## src/knn_fifo.sv

```systemverilog
module knn_fifo #(
  parameter int WIDTH = 8,
  parameter int DEPTH = 4
) (
  input  logic                             clk,
  input  logic                             rst,
  input  logic                             push,
  input  logic [WIDTH-1:0]                 wdata,
  input  logic                             pop,
  output logic [WIDTH-1:0]                 rdata,
  output logic                             empty,
  output logic [$clog2(DEPTH + 1)-1:0]     count
);

  localparam int AW = (DEPTH > 1) ? $clog2(DEPTH) : 1;
  localparam int CW = $clog2(DEPTH + 1);

  logic [WIDTH-1:0] slots [DEPTH];
  logic [AW-1:0]    wr_ptr;
  logic [AW-1:0]    rd_ptr;

  assign rdata = slots[rd_ptr];
  assign empty = (count == '0);

  always_ff @(posedge clk) begin
    if (rst) begin
      wr_ptr <= '0;
      rd_ptr <= '0;
      count  <= '0;
    end else begin
      if (push) begin
        wr_ptr <= (wr_ptr == AW'(DEPTH - 1)) ? '0 : wr_ptr + AW'(1);
      end
      if (pop) begin
        rd_ptr <= (rd_ptr == AW'(DEPTH - 1)) ? '0 : rd_ptr + AW'(1);
      end
      if (push && !pop) begin
        count <= count + CW'(1);
      end else if (pop && !push) begin
        count <= count - CW'(1);
      end
    end
  end

  always_ff @(posedge clk) begin
    if (push) begin
      slots[wr_ptr] <= wdata;
    end
  end

endmodule

```

## config.mk

```make
export PLATFORM = sky130hd
export DESIGN_NAME = knn_fifo
export DESIGN_NICKNAME = d
export VERILOG_FILES = /design/src/knn_fifo.sv
export SDC_FILE = /design/constraint.sdc
export NUM_CORES = 1
export LEC_CHECK = 0
export BUFFER_PORTS_ARGS = -buffer_cell sky130_fd_sc_hd__buf_2
export CORE_ASPECT_RATIO = 0.75
export CORE_MARGIN = 5
export CORE_UTILIZATION = 40
export CTS_BUF_LIST = sky130_fd_sc_hd__clkbuf_4
export DETAILED_ROUTE_END_ITERATION = 7
export MAX_ROUTING_LAYER = met4
export PLACE_DENSITY = 0.68
export SKIP_LAST_GASP = 1
export SLEW_MARGIN = 20
export SYNTH_ARGS = -nofsm -noshare
export SYNTH_HDL_FRONTEND = slang
export SYNTH_SLANG_ARGS = --single-unit
```

## constraint.sdc

```tcl
create_clock -name clk -period 3.2 [get_ports clk]
set_input_delay 0.48 -clock clk [delete_from_list [all_inputs] [get_ports clk]]
set_output_delay 0.48 -clock clk [all_outputs]
set_load 0.05 [all_outputs]
```

* Word-level counts from Yosys, hierarchy flattened
Memory sizes are Yosys's and may differ from the RTL's. A register that Yosys moved wholly into a read port is not among the register bits.
Index checks and enable logic that the tools add are counted.
** Operators by class
- Add/subtract/negate cells :: 4
- Reduce and logical (&&, ||, !) cells :: 6
- Muxes and demuxes :: 8
- Eq/ne operators :: 2
** Operator list (number)
- $mux 2 :: 4
- $mux 3 :: 2
- $add 2x1->2 const B :: 2
- $eq 2x2->1 const B :: 2
- $add 3x1->3 const B :: 1
- $logic_not 3->1 :: 1
- $sub 3x1->3 const B :: 1
- $logic_and 1x1->1 :: 2
- $logic_not 1->1 :: 2
- $mux 1 :: 2
- $reduce_bool 2->1 :: 1
** Storage, ports and cells
- Register bits :: 7
- Input bits :: 12
- RAM bits :: 32
- Memories kept :: 1
** Memory list
- slots :: words 4, width 8, rd ports 1, clocked after Yosys merged registers in 1, write ports 1, line 18 : logic [WIDTH-1:0] slots [DEPTH];

* Depth between registers and ports, before layout
Gate-level depths: netlist of the first run.
- Depth in word-level cells :: 4
- Gate-level depth with buffers :: 7
- Gate-level depth less buffers :: 7

* Worst setup path after synthesis of the first run
Ideal clock, no wire load.
- Kind :: register to output
- From :: register count[0]
- To :: output port empty
- Slack :: 1.053 ns
- Cell stages (with the launch flop) :: 2
- Arrival time :: 1.667 ns
- Cells stage by stage :: dfxtp_1 > nor3_1
** Between the ends
- Cells in the longest elaborated chain, start to end :: 1
** RTL lines
- start, declared :: line 12 : output logic [$clog2(DEPTH + 1)-1:0] count
- start signal, assigned :: line 38 : count <= count + CW'(1);
- start signal, assigned :: line 40 : count <= count - CW'(1);
- $logic_not 3->1 :: line 23 : assign empty = (count == '0);
- end, declared :: line 11 : output logic empty,
No other way between the ends.

==> results of run 1 <==
==> final timing paths <==
check	startpoint	end	cells past startpoint
setup / recovery	flip-flop	rdata[3]	2
hold / removal	wdata[1]	slots[0][1]$_DFFE_PP_	1
setup reg to reg	count[0]$_SDFFE_PP0P_	count[2]$_SDFFE_PP0P_	4
hold reg to reg	count[2]$_SDFFE_PP0P_	count[2]$_SDFFE_PP0P_	2
==> registers in the layout, indices dropped and copies added (netlist names), named ones only <==
name	flops
count	3
slots	32
wr_ptr	2
rd_ptr	2
==> critical path: stages (launching register included) <==
cell	delay, ns
dfxtp_1	0.68
mux4_2	0.57
buf_2	0.23
==> metal layers <==
metal  up-vias  global-route usage (%)  part of all wire [%]
met1       388                   12.54                    42
met5         -                       -                     0
met3         6                   4.177                   6.1
li1        381                       -                     -
met4         0                   4.898                   1.5
met2        20                   16.80                    50
==> cell usage after synthesis <==
| library cell | instances |
|---|---|
| and2_1 | 4 |
| mux4_2 | 8 |
| xor2_1 | 2 |
| mux2i_1 | 3 |
| nor3b_1 | 2 |
| a21oi_1 | 3 |
| edfxtp_1 | 32 |
| inv_1 | 5 |
| fa_1 | 1 |
| o21ai_0 | 1 |
| nor2_1 | 6 |
| buf_6 | 1 |
| clkbuf_2 | 1 |
| nor3_1 | 1 |
| ha_1 | 6 |
| dfxtp_1 | 9 |
| or3_1 | 1 |
==> stage by stage <==
step / hold WS, ns / cell area (um2)
finish: 0.3499 / 1813
global route: 0.3342 / 1813
CTS: 0.3384 / 1813
detailed placement: 0.5085 / 1757
global placement: 0.4846 / 1757
floorplan: 0.4915 / 1593
==> power by group <==
| group | internal (mW) | switching [mW] |
|---|---|---|
| logic | 0.0598 | 0.133 |
| clock network | 0.102 | 0.145 |
| registers | 0.603 | 0.0227 |
| total | 0.764 | 0.301 |
==> kinds of logic (layout without fill, tap and decap cells) <==
group                      Yosys count  count (layout)  synth area share (%)
xor gates and xnor gates             2               2                 1.100
and+or+nand+nor                     14              14                 4.634
AOI/OAI and AO/OA                    4               4                 1.256
buffers and inverters                7              36                 2.199
DFF                                 41              41                 71.64
adders and majority gates            7               7                 5.970
muxes                               11              11                 13.20
==> area by class of cell <==
class                           count  share of cell area [%]
Sequential cell                    41                   62.94
Multi-Input combinational cell     38                   22.98
Timing Repair Buffer               23                   6.349
Tap cell                           52                   3.589
Clock buffer                        7                   2.899
Inverter                            5                   1.035
Clock inverter                      1                  0.2070
==> qor.csv, run 1 <==
stage;metric;value;unit
worst_setup_path;R2R setup slack;1.72;ns
clock_network;Hold Buf Count CTS;0;
die;Die Wd;82.87;um
place;number of port buffers;23;
timing;Slew @ Worst Pin;0.5415;ns
die;Core Rows;19;
clock_network;Clock H-tree levels;2;
final_layout;share of cells above drive strength 1;33.04;%
place;Placement Setup Slack;1.208;ns
yosys;synth unique cells;17;
worst_setup_path;CP endpoint kind;output pin;
yosys;Yosys top cell by area;edfxtp_1;
power_and_ir_drop;Peak supply drop;0.2476;mV
worst_setup_path;Worst EP arrival;1.81;ns
clock_network;clock latency on the worst-skew pair;0.33;ns
worst_setup_path;CP max FO;8;
timing;Final Setup Violations;0;
power_and_ir_drop;total power;1.065;mW
routing;DRT iter0 DRCs;36;
final_layout;Area Growth Syn to Fin;13.83;%
timing;Slew Limit Fails;0;
clock_network;CTS tree;built;
yosys;FF+latch count, synth;41;
routing;WL final;2501;um
grt;initial antenna violation count;0;
timing;final hold violations;0;
die;Core ar.;3756;um2
final_layout;Seq. cell area;1141;um2
place;placed cells;159;
final_layout;non-filler cells, final;167;
clock_network;register clock-pin slew on the reported worst setup and hold paths;0.11;ns
clock_network;CTS resizes;0;
worst_setup_path;worst setup path class;reg2out;
grt;wire length of the first global-routing pass;4236;um
yosys;dominant cells by area after synthesis;edfxtp_1 (60%), dfxtp_1 (11%), mux4_2 (11%), ha_1 (4.7%), mux2i_1 (1.9%);
worst_setup_path;Startpoint Class;flip-flop;
die;Initial Util;42.41;%
yosys;Post-Syn Area per Cell;18.52;um2
clock_network;clock sinks;41;
final_layout;fill count;363;
timing;crit path time final;2.288;ns
timing;setup TNS;0;ns
final_layout;Final #Nets;133;
die;Die ar.;5357;um2
final_layout;final core occ;48.27;%
clock_network;clock buffer depth;2;
worst_hold_path;HP Class;in2reg;
timing;fin crit share;71.50;%
grt;global route total overflow;0;
yosys;synthesized instance count;86;
routing;drt pass-1 iters;4;
timing;final worst setup slack;0.9121;ns
grt;vias in the first global route;887;
grt;GRT Overall Usage;10.80;%
clock_network;Num CTS Buffers;5;
routing;routed vias;795;
routing;Vias/cell;4.760;
place;routability-driven placement congestion ratio;0.7508;
yosys;Yosys warning count;0;
die;die height;64.65;um
grt;maximum number of pins on one net before global-route repair;13;
die;# IOs;24;
power_and_ir_drop;P_leak;0.6765;nW
final_layout;antenna cells;0;
routing;Final ANT Viol Nets;0;
final_layout;commonest non-fill, non-tap cell in the layout;edfxtp_1;
yosys;Post-Syn Area;1593;um2
routing;DRC violations left;0;
power_and_ir_drop;Power Dens Cells;587.3;nW/um2
final_layout;most frequent cells in the layout;edfxtp_1 (32), buf_2 (23), dfxtp_1 (9);
timing;Final Skew;0.01226;ns
timing;Slew HR;63.85;%
timing;max frequency;437.1;MHz
routing;drt wl/cell;14.98;um
place;Final HPWL DP;1840;um
run;Max Cap Viol;0;
timing;RSZ-0062 raised after global routing;no;
final_layout;footprint of the multi-input gates;416.7;um2
clock_network;setup bufs post-CTS;0;
yosys;register area share after synthesis;71.64;%
status;status;completed;
clock_network;CTS root buf;clkbuf_4;
yosys;syn_nets;105;
yosys;share of the synthesized area in the top cell type;60.33;%
worst_setup_path;Critical Path RT;2.72;ns
Power figures use the tool's default switching activity.
==> inputs of run 2 (changes only) <==
==> constraint.sdc (replaced) <==
create_clock -name clk -period 2.3 [get_ports clk]
set_input_delay 0.345 -clock clk [delete_from_list [all_inputs] [get_ports clk]]
set_output_delay 0.345 -clock clk [all_outputs]
set_load 0.05 [all_outputs]
==> run 2 against run 1 <==
Effect of this change: clock-buffer cell count increased by 1; die area unchanged; global-route usage decreased by 0.30 points; setup slack got worse by 0.72 ns; sequential power increased by 39%; largest cell class unchanged; final cell count increased by 0.60%; sequential share of layout area decreased by 0.39 points; highest routed layer unchanged; hold slack got worse by 0.14 ns; critical path type unchanged; wire length increased by 2.3%.
==> qor.csv, run 2 (synthesis gave the netlist of run 1 again) <==
stage;metric;value;unit
clock_network;CTS root buf;clkbuf_4;
worst_hold_path;HP Class;in2reg;
worst_setup_path;Crit-path slowest cell;mux4_2;
worst_setup_path;R2R setup slack;0.83;ns
worst_setup_path;Crit path max-delay family;multiplexers;
timing;Final Skew;0.004892;ns
place;number of port buffers;23;
worst_setup_path;Bufs and invs on worst path;2;
grt;global route total overflow;0;
worst_setup_path;start of the worst register-to-register path;count[0]$_SDFFE_PP0P_;
timing;fin crit share;91.82;%
clock_network;Num CTS Buffers;5;
place;routability-driven placement congestion ratio;0.7550;
timing;final hold violations;0;
worst_setup_path;CP endpoint kind;output pin;
final_layout;max reg flops;32;
final_layout;commonest non-fill, non-tap cell in the layout;edfxtp_1;
clock_network;CTS resizes;0;
status;status;completed;
worst_setup_path;Max stage delay on crit path;0.51;ns
worst_setup_path;Startpoint Class;flip-flop;
worst_setup_path;CP max FO;5;
timing;Final Setup Violations;0;
place;Placement Setup Slack;0.4531;ns
timing;crit path time final;2.112;ns
grt;initial antenna violation count;0;
worst_hold_path;hold wc startpoint;wdata[1];
worst_setup_path;Critical Path RT;1.96;ns
final_layout;final core occ;48.57;%
final_layout;Largest regs;slots x32, count x3;
timing;Slew HR;70.37;%
clock_network;clock sinks;41;
place;Final HPWL DP;1874;um
die;Core ar.;3756;um2
clock_network;setup bufs post-CTS;0;
worst_setup_path;worst setup path class;reg2out;
clock_network;register clock-pin slew on the reported worst setup and hold paths;0.11;ns
routing;routed vias;800;
final_layout;most frequent cells in the layout;edfxtp_1 (32), buf_2 (23), dfxtp_1 (9);
routing;Final ANT Viol Nets;0;
worst_setup_path;reg2reg end;count[2]$_SDFFE_PP0P_;
die;# IOs;24;
routing;Vias/cell;4.762;
die;Initial Util;42.41;%
final_layout;Area Growth Syn to Fin;14.53;%
timing;setup TNS;0;ns
run;Max Cap Viol;0;
power_and_ir_drop;P_leak;0.6847;nW
clock_network;CTS tree;built;
timing;Hold WS;0.2116;ns
power_and_ir_drop;Power Dens Cells;827.1;nW/um2
routing;WL final;2559;um
die;Core Rows;19;
worst_setup_path;cell count of the worst reg-to-reg path;4;
grt;vias in the first global route;838;
final_layout;fill count;348;
final_layout;share of cells above drive strength 1;34.48;%
timing;Slew Limit Fails;0;
die;Die ar.;5357;um2
grt;maximum number of pins on one net before global-route repair;12;
grt;wire length of the first global-routing pass;4029;um
timing;final worst setup slack;0.1882;ns
clock_network;Hold Buf Count CTS;0;
die;Die Wd;82.87;um
routing;drt pass-1 iters;4;
routing;DRC violations left;0;
final_layout;Final #Nets;134;
clock_network;clock latency on the worst-skew pair;0.34;ns
grt;GRT Overall Usage;10.50;%
timing;Slew @ Worst Pin;0.4444;ns
power_and_ir_drop;Peak supply drop;0.3185;mV
timing;max frequency;473.5;MHz
final_layout;antenna cells;0;
clock_network;clock buffer depth;2;
power_and_ir_drop;total power;1.509;mW
routing;drt wl/cell;15.23;um
die;die height;64.65;um
routing;DRT iter0 DRCs;32;
worst_hold_path;Hold Path Stages;1;
worst_setup_path;Worst EP arrival;1.77;ns
timing;RSZ-0062 raised after global routing;no;
worst_setup_path;CP Cell Sequence;buf_4 > mux4_2 > buf_2;
worst_hold_path;Hold Path End;slots[0][1]$_DFFE_PP_;
final_layout;register name with the most flops;slots;
clock_network;Clock H-tree levels;2;
worst_setup_path;WP depth;3;
==> run 2: worst max-delay path by stage <==
| stage | from | end | slack [ns] |
|---|---|---|---|
| 6_report | flip-flop | rdata[4] | 0.19 |
| 5_1_grt | flip-flop | rdata[3] | 0.09 |
| 4_1_cts | flip-flop | rdata[7] | 0.15 |
| 3_5_place_dp | pop | count[2]$_SDFFE_PP0P_ | 0.45 |
| 3_3_place_gp | flip-flop | rdata[7] | 0.53 |
| 2_1_floorplan | count[0]$_SDFFE_PP0P_ | empty | 0.29 |
==> run 2: where the power goes <==
part	total, mW	switching [mW]	internal, mW
registers	0.866	0.0272	0.839
clock network	0.366	0.209	0.157
logic	0.277	0.191	0.0861
total	1.51	0.427	1.08
==> run 2: worst reg2reg max path: cells and delay by family, from the launching register on <==
kind	cells	cell delay, ns
xor gates and xnor gates	1	0.16
AOI/OAI and AO/OA	1	0.14
DFF	1	0.37
and+or+nand+nor	1	0.30
adders and majority gates	1	0.45
==> run 2: metrics by stage <==
| stage | std cells | instance area [um2] |
|---|---|---|
| floorplan | 86 | 1593 |
| global placement | 160 | 1764 |
| detailed placement | 160 | 1764 |
| CTS | 168 | 1824 |
| global route | 168 | 1824 |
| finish | 168 | 1824 |
==> run 2: cell type report <==
cell class | count | area (um2) | area share (%)
Clock buffer | 8 | 60.06 | 3.292
Inverter | 5 | 18.77 | 1.029
Multi-Input combinational cell | 38 | 416.7 | 22.84
Sequential cell | 41 | 1141 | 62.55
Tap cell | 52 | 65.06 | 3.567
Timing Repair Buffer | 24 | 122.6 | 6.722
==> run 2: layer usage <==
layer | share of wire (%) | vias to the layer above | GRT usage [%] | wire [um]
li1 | - | 382 | - | -
met1 | 44 | 396 | 11.61 | 1123
met2 | 50 | 16 | 16.80 | 1278
met3 | 3.9 | 6 | 3.544 | 100
met4 | 2.2 | 0 | 6.122 | 56
met5 | 0 | - | - | 0
