<file path="config.mk">
export PLATFORM = sky130hd
export DESIGN_NAME = knn_back
export DESIGN_NICKNAME = d
export VERILOG_FILES = /design/src/knn_pkg.sv /design/src/knn_back.sv
export SDC_FILE = /design/constraint.sdc
export NUM_CORES = 2
export LEC_CHECK = 0
export BUFFER_PORTS_ARGS = -buffer_cell sky130_fd_sc_hd__buf_2
export CAP_MARGIN = 25
export CELL_PAD_IN_SITES_DETAIL_PLACEMENT = 1
export CELL_PAD_IN_SITES_GLOBAL_PLACEMENT = 1
export CORE_AREA = 3 3 481 292
export DETAILED_ROUTE_END_ITERATION = 8
export DIE_AREA = 0 0 484 295
export MAX_ROUTING_LAYER = met4
export PLACE_DENSITY_LB_ADDON = 0.1
export SYNTH_ARGS = -nofsm -noshare
export SYNTH_HDL_FRONTEND = slang
export SYNTH_SLANG_ARGS = --single-unit
</file>
<file path="constraint.sdc">
create_clock -name clk -period 10.2 [get_ports clk]
set_clock_uncertainty 0.15 [all_clocks]
set_input_delay 0.51 -clock clk [delete_from_list [all_inputs] [get_ports clk]]
set_output_delay 0.51 -clock clk [all_outputs]
set_load 0.005 [all_outputs]
</file>
<file path="src/knn_pkg.sv">
package knn_pkg;

  localparam int COMP_W    = 16;
  localparam int INDEX_W   = 20;
  localparam int DIST_W    = 42;
  localparam int K_COUNT_W = 5;
  localparam int DIM_W     = 11;
  localparam int APB_AW    = 3;
  localparam int APB_DW    = 32;
  localparam int QDEPTH    = 4;
  localparam int QCNT_W    = $clog2(QDEPTH + 1);

  localparam logic [DIST_W-1:0]    DIST_MAX      = '1;
  localparam logic [K_COUNT_W-1:0] K_COUNT_RESET = 5'd1;
  localparam logic [DIM_W-1:0]     DIM_RESET     = 11'd128;

  localparam logic REG_K_COUNT = 1'b0;
  localparam logic REG_DIM     = 1'b1;

  typedef struct packed {
    logic [K_COUNT_W-1:0] k_count;
    logic [DIM_W-1:0]     dim;
  } knn_cfg_t;

  typedef struct packed {
    logic close;
    logic last;
  } knn_flags_t;

endpackage

</file>
<file path="src/knn_back.sv">
module knn_back #(
  parameter int K_MAX          = 16,
  parameter int BASE_MAX       = 1048576,
  parameter int COMPONENT_BITS = 16
) (
  input  logic                           clk,
  input  logic                           rst,
  input  knn_pkg::knn_cfg_t              cfg,
  input  logic                           q_empty,
  input  logic [2*COMPONENT_BITS-1:0]    q_sq,
  input  knn_pkg::knn_flags_t            q_flags,
  output logic                           pop,
  output logic                           out_valid,
  input  logic                           out_ready,
  output logic [knn_pkg::INDEX_W-1:0]    neighbor_index,
  output logic [knn_pkg::DIST_W-1:0]     distance,
  output logic                           last_result,
  output logic                           overflow
);

  import knn_pkg::*;

  localparam int CB  = COMPONENT_BITS;
  localparam int SW  = ((2*CB > DIST_W) ? 2*CB : DIST_W) + 1;
  localparam int BW  = $clog2(BASE_MAX + 1);
  localparam int IW  = $clog2(BASE_MAX);
  localparam int KW  = $clog2(K_MAX + 1);
  localparam int EW  = (K_MAX > 1) ? $clog2(K_MAX) : 1;
  localparam int KCW = (KW > K_COUNT_W) ? KW : K_COUNT_W;

  logic [DIST_W-1:0] acc;
  logic [SW-1:0]     sum;
  logic [DIST_W-1:0] sat_dist;
  logic [BW-1:0]     base_cnt;
  logic              at_cap;
  logic              overflow_seen;

  logic              cand_valid;
  logic              cand_ins;
  logic              cand_last;
  logic              cand_ovf;
  logic [DIST_W-1:0] cand_dist;
  logic [IW-1:0]     cand_idx;

  logic [DIST_W-1:0] list_dist [K_MAX];
  logic [IW-1:0]     list_idx  [K_MAX];
  logic [KW-1:0]     held;
  logic [KW-1:0]     keff;
  logic [KW-1:0]     ins_pos;
  logic [KW-1:0]     emit_cnt;
  logic [K_MAX-1:0]  gt;
  logic [K_MAX-1:0]  below_held;
  logic [K_MAX-1:0]  g;
  logic              held_lt_k;
  logic              do_ins;

  logic              emitting;
  logic              emit_ovf;
  logic [EW-1:0]     emit_pos;
  logic              emit_last;
  logic              busy;
  logic              out_load;

  assign busy = emitting || (cand_valid && cand_last);
  assign pop  = !q_empty && !busy;

  assign sum      = SW'(acc) + SW'(q_sq);
  assign sat_dist = (sum > SW'(DIST_MAX)) ? DIST_MAX : DIST_W'(sum);
  assign at_cap   = base_cnt >= BW'(BASE_MAX);

  always_ff @(posedge clk) begin
    if (rst) begin
      acc           <= '0;
      base_cnt      <= '0;
      overflow_seen <= 1'b0;
      cand_valid    <= 1'b0;
    end else begin
      cand_valid <= pop && q_flags.close;
      if (pop) begin
        if (q_flags.close) begin
          acc <= '0;
          if (q_flags.last) begin
            base_cnt      <= '0;
            overflow_seen <= 1'b0;
          end else if (at_cap) begin
            overflow_seen <= 1'b1;
          end else begin
            base_cnt <= base_cnt + BW'(1);
          end
        end else begin
          acc <= sat_dist;
        end
      end
    end
  end

  always_ff @(posedge clk) begin
    if (pop) begin
      cand_ins  <= !at_cap;
      cand_last <= q_flags.last;
      cand_ovf  <= overflow_seen || at_cap;
      cand_dist <= sat_dist;
      cand_idx  <= IW'(base_cnt);
    end
  end

  always_comb begin
    priority if (cfg.k_count == '0) begin
      keff = KW'(1);
    end else if (KCW'(cfg.k_count) > KCW'(K_MAX)) begin
      keff = KW'(K_MAX);
    end else begin
      keff = KW'(cfg.k_count);
    end
  end

  assign held_lt_k = held < keff;
  assign ins_pos   = held_lt_k ? held : held - KW'(1);
  assign emit_cnt  = held_lt_k ? held : keff;

  for (genvar i = 0; i < K_MAX; i++) begin : g_cell
    assign gt[i]         = list_dist[i] > cand_dist;
    assign below_held[i] = KW'(i) < held;
    assign g[i]          = gt[i] && (KW'(i) < ins_pos);

    if (i == 0) begin : g_head
      always_ff @(posedge clk) begin
        if (do_ins && ((ins_pos == '0) || g[0])) begin
          list_dist[0] <= cand_dist;
          list_idx[0]  <= cand_idx;
        end
      end
    end else begin : g_body
      always_ff @(posedge clk) begin
        if (do_ins) begin
          if (g[i-1]) begin
            list_dist[i] <= list_dist[i-1];
            list_idx[i]  <= list_idx[i-1];
          end else if ((ins_pos == KW'(i)) || g[i]) begin
            list_dist[i] <= cand_dist;
            list_idx[i]  <= cand_idx;
          end
        end
      end
    end
  end

  assign do_ins    = cand_valid && cand_ins && (held_lt_k || |(gt & below_held));
  assign emit_last = (KW'(emit_pos) + KW'(1)) == emit_cnt;
  assign out_load  = emitting && (emit_cnt != '0) && (!out_valid || out_ready);

  always_ff @(posedge clk) begin
    if (rst) begin
      held      <= '0;
      emitting  <= 1'b0;
      emit_pos  <= '0;
      out_valid <= 1'b0;
    end else begin
      if (do_ins && held_lt_k) begin
        held <= held + KW'(1);
      end
      if (cand_valid && cand_last) begin
        emitting <= 1'b1;
        emit_pos <= '0;
      end else if (emitting && (emit_cnt == '0)) begin
        emitting <= 1'b0;
        held     <= '0;
      end else if (out_load) begin
        if (emit_last) begin
          emitting <= 1'b0;
          held     <= '0;
        end else begin
          emit_pos <= emit_pos + EW'(1);
        end
      end
      if (out_load) begin
        out_valid <= 1'b1;
      end else if (out_ready) begin
        out_valid <= 1'b0;
      end
    end
  end

  always_ff @(posedge clk) begin
    if (cand_valid && cand_last) begin
      emit_ovf <= cand_ovf;
    end
    if (out_load) begin
      neighbor_index <= INDEX_W'(list_idx[emit_pos]);
      distance       <= list_dist[emit_pos];
      last_result    <= emit_last;
      overflow       <= emit_ovf;
    end
  end

endmodule

</file>
Word level (Yosys, flattened, before mapping)
Memories as Yosys holds them, arrays and structs flattened. A register that Yosys moved wholly into a read port is not among the register bits.
Index checks and enable logic that the tools add are counted.
{"block": "totals", "register_bits": 144, "ram_bits": 992, "mem_count": 2}
{"block": "classes", "add_sub_neg": 6, "order_cmp": 52, "n_eq_ne": 17, "muxes": 158, "n_bitwise": 33, "reduce_logical": 64}
{"memory": "list_dist", "depth": 16, "word_bits": 42, "read_ports": 17, "rd_clocked_by_memory_dff": 1, "write_ports": 16, "line": "knn_back.sv:45", "rtl": "logic [DIST_W-1:0] list_dist [K_MAX];"}
{"memory": "list_idx", "depth": 16, "word_bits": 20, "read_ports": 16, "rd_clocked_by_memory_dff": 1, "write_ports": 16, "line": "knn_back.sv:46", "rtl": "logic [IW-1:0] list_idx [K_MAX];"}
{"cell": "$mux 42", "n": 17}
{"cell": "$gt 42x42->1", "n": 16}
{"cell": "$mux 20", "n": 15}
{"cell": "$mux 1", "n": 115}
{"cell": "$lt 4x5->1 const A", "n": 16}
{"cell": "$mux 5", "n": 9}
{"cell": "$add 42x32->43", "n": 1}
{"cell": "$gt 43x42->1 const B", "n": 1}
{"cell": "$mux 21", "n": 2}
{"cell": "$eq 5x4->1 const B", "n": 8}
{"cell": "$lt 3x5->1 const A", "n": 8}
{"cell": "$or 1x1->1", "n": 30}
{"cell": "$logic_and 1x1->1", "n": 26}
{"cell": "$add 21x1->21 const B", "n": 1}
{"cell": "$ge 21x21->1 const B", "n": 1}
{"cell": "$eq 5x3->1 const B", "n": 4}
{"cell": "$logic_or 1x1->1", "n": 20}
{"cell": "$lt 1x5->1 const A", "n": 4}
{"cell": "$lt 2x5->1 const A", "n": 4}
{"cell": "$and 16x16->16", "n": 1}
{"cell": "$reduce_or 16->1", "n": 1}
{"cell": "$logic_not 5->1", "n": 3}
{"cell": "$eq 5x2->1 const B", "n": 2}
{"cell": "$reduce_and 3->1", "n": 3}
{"cell": "16 further kinds", "n": 22}

Logic depth before layout (Yosys ltp)
{"block": "logic_depth", "depth_word": 13, "mapped_depth": 17, "depth_no_buf": 14}

Worst setup path after synthesis
Ideal clock, no wire load.
{"block": "synth_timing", "path_type": "flip-flop to flip-flop", "start": "register cand_dist[40]", "end": "memory list_dist[7][0] (enable)", "setup_time_ns": 0.575, "t_arrival_ns": 7.743, "t_required_ns": 9.475, "path_slack_ns": 1.733, "stages_incl_launch_ff": 16, "n_path_buf": 2, "cell_sequence": "edfxtp_1 -> clkbuf_1 -> inv_1 -> ha_1 -> nand4_1 -> nor4_1 -> nand2_1 -> nor4_1 -> a311oi_1 -> a21o_1 -> o21ai_1 -> a22o_1 -> nor4_4 -> nand2b_1 -> clkbuf_1 -> a211oi_1"}
{"item": "start: declaration", "line": "knn_back.sv:42", "rtl": "logic [DIST_W-1:0] cand_dist;"}
{"item": "start signal: assignment", "line": "knn_back.sv:102", "rtl": "cand_dist <= sat_dist;"}
{"item": "end: declaration", "line": "knn_back.sv:45"}

==> results.py <==
metrics = {
    "worst_hold_path": {
        "min_path_type": "input pin to register",
    },
    "pwr": {
        "switchingPower_w": 0.00318,
        "p_comb_frac": 0.121,
        "power.internal_w": 0.00846,
        "seqPwrFrac": 0.478,
        "p_clk_frac": 0.401,
        "peakVddDrop_mv": 0.146,
        "power_w": 0.0116,
        "power_density_nw_per_um2": 145,
        "leakage_nw": 28.4,
        "switching_share": 0.274,
    },
    "die": {
        "die-width_um": 484,
        "core_area_um2": 136000,
        "num_io_pins": 120,
        "start_util": 0.539,
        "row_count": 105,
        "die_y_um": 295,
        "die-area_um2": 143000,
    },
    "global_route": {
        "grt_pass1_wl_um": 395000,
        "grtUsageMet3": 0.0944,
        "antenna_found_initial": 18,
        "grt_max_degree": 98,
        "first_global_vias": 51685,
        "grt.met1_usage": 0.610,
        "grt_usage": 0.398,
        "grtUsageMet2": 0.525,
        "top_usage_layer": "met1",
        "grt.overflow.total": 0,
    },
    "run": {
        "max_cap_violations": 0,
    },
    "sta": {
        "setup-violations-final": 0,
        "setup-tns-final_ns": 0,
        "fin_crit_ns": 8.17,
        "period_share": 0.801,
        "slew_headroom": 0.178,
        "slew_viol_final": 0,
        "hold_violations": 0,
        "max_freq_mhz": 122,
        "setup_ws_ns": 2.03,
        "rsz0062_at_grt": "no",
        "tightest_slew_ns": 1.22,
    },
    "setup_path": {
        "required_ns": 10.43,
        "critPathKind": "register to register",
        "cp_max_fo": 35,
        "path_cells": "inv_1, ha_1, nand3_1, nor4_1, nand2_1, nor4_1, a311oi_1, a21o_1, o21ai_1, a22o_1, nor4_4, buf_4, nand2b_1, buf_4, a21oi_4, buf_4, buf_4",
        "start_kind": "register",
        "crit_path_end_kind": "register",
        "cpPeakStageDelay_ns": 0.86,
        "cp_slowest_cell": "edfxtp_1",
        "worstPathArrival_ns": 8.39,
        "cp_common_cell": "buf_4",
        "r2r_slack_ns": 2.03,
    },
    "logic_synthesis": {
        "yosysWarnings": 0,
        "synth_edf_count": 1122,
        "ys_seq_area_frac": 0.479,
        "netlist_area_um2": 73500,
        "syn-num-nets": 6042,
        "syn_inst": 5273,
        "ys_ff_latch": 1198,
        "async_reset_ff_frac": 0,
        "synth_cell_types": 88,
        "avgSynthCellArea_um2": 13.9,
        "synth_ff_type": "edfxtp_1",
    },
    "cts": {
        "clockBufferDepth": 3,
        "cts-htree-levels": 3,
        "post_cts_resized": 0,
        "clkSlewWorstSetupHoldPaths_ns": 0.06,
        "clock_sinks": 1198,
        "cts_setup_buffers": 0,
        "cts_made_buffers": 119,
        "clkLatencyLatePin_ns": 0.76,
        "hold_buffers": 4,
        "clk_root_buffer_cell": "clkbuf_16",
        "cts_tree": "built",
    },
    "route": {
        "drt_iter0_markers": 8128,
        "wl_um": 279000,
        "viasPerCell": 7.24,
        "drc": 0,
        "ant_nets": 0,
        "wl_per_cell_um": 38.1,
        "vias": 52930,
        "dr.pass1.iters": 6,
    },
    "place": {
        "post-place-ws_ns": 2.34,
        "hpwl_um": 192000,
        "numPortBuffers": 108,
        "globalplace.congestion": 1.01,
    },
    "layout": {
        "nets": 6144,
        "area_growth_pct": 9.38,
        "drive_gt1_frac": 0.288,
        "utilization": 0.590,
    },
    "run_status": {
        "status": "finished clean",
    },
}
==> metal layers <==
metal	part of all wire	wire, um
met5	0	0
met4	0.029	7970
met3	0.13	35700
met2	0.40	112000
met1	0.44	123000
==> cell families after synthesis <==
logic type,Yosys count,synth area share
and+or+nand+nor,867,0.0618
muxes,1250,0.239
xor gates and xnor gates,57,0.00679
adders and majority gates,715,0.122
buffers and inverters,368,0.0226
AOI/OAI and AO/OA,818,0.0696
DFF,1198,0.479
==> power groups by stage <==
stage	sequential [W]	clock [W]	combinational [W]
floorplan	0.00559	0	0.000835
global placement	0.00566	0	0.00128
detailed placement	0.00567	0	0.00133
CTS	0.00556	0.00468	0.00135
global route	0.00558	0.00489	0.00150
finish	0.00557	0.00467	0.00140
==> synth_stat cells (75+ instances only) <==
cell | number | area, um^2
ha_1 | 714 | 8930
inv_1 | 102 | 383
mux4_2 | 310 | 6980
dfxtp_1 | 76 | 1520
a21oi_1 | 327 | 1640
o21ai_0 | 145 | 726
nand3_1 | 111 | 556
edfxtp_1 | 1122 | 33700
mux2_2 | 770 | 8670
nor2_1 | 149 | 559
nand2_1 | 219 | 822
mux2_1 | 161 | 1810
clkbuf_1 | 138 | 518
nand4_1 | 142 | 888
buf_2 | 75 | 375
==> stage by stage <==
step                hold slack [ns]  cell area, um^2  std cells
global route                 0.0618            80400       7303
global placement              0.253            76300       7062
finish                       0.0591            80400       7306
detailed placement            0.263            76300       7064
CTS                          0.0294            80400       7289
floorplan                     0.250            73500       5273
==> cell type report <==
cell class / count / area (um^2)
diodes: 12 / 30.0
clock buffers: 136 / 3070
clock inverters: 85 / 905
fillers: 12850 / 55900
inverters: 105 / 394
multi-input cells: 3707 / 36900
flip-flops and latches: 1198 / 35200
well taps: 1819 / 2280
repair buffers: 244 / 1650
==> layout by cell type, fill, tap and decap left out, drive strengths merged, types with 13 or more instances in the layout <==
cell type,n
a211o,14
a211oi,36
a21o,74
a21oi,328
a221oi,17
a22o,32
a31oi,15
and3,20
buf,237
bufinv,15
clkbuf,139
clkinv,50
clkinvlp,16
dfxtp,76
edfxtp,1122
ha,714
inv,109
mux2,931
mux4,310
nand2,219
nand2b,30
nand3,111
nand4,142
nor2,150
nor2b,31
nor3,56
nor4,35
o211ai,22
o21a,26
o21ai,151
or2,14
or3,13
xnor2,36
xor2,21
==> worst paths after layout <==
check / from / endpoint / cells past startpoint
max: cand_dist[32] / list_idx[9][3] / 17
min: rst / cand_valid / 2
max reg2reg: cand_dist[32] / list_idx[9][3] / 17
min reg2reg: emit_ovf / overflow / 0
==> registers in the layout, indices dropped and copies added, names as in the netlist, 4 cells and up <==
| signal | cells |
|---|---|
| held | 5 |
| list_dist | 672 |
| base_cnt | 21 |
| emit_pos | 4 |
| cand_idx | 20 |
| distance | 42 |
| neighbor_index | 20 |
| list_idx | 320 |
| cand_dist | 42 |
| acc | 42 |
==> critical path, delay by kind of cell (launching register included) <==
kind,cells,cell delay (ns)
compound gates,5,0.91
fa+ha+maj,1,0.51
flops,1,0.86
simple gates,6,2.60
buf+inv,5,2.54
Note: power is estimated with default switching activity, not from simulation.
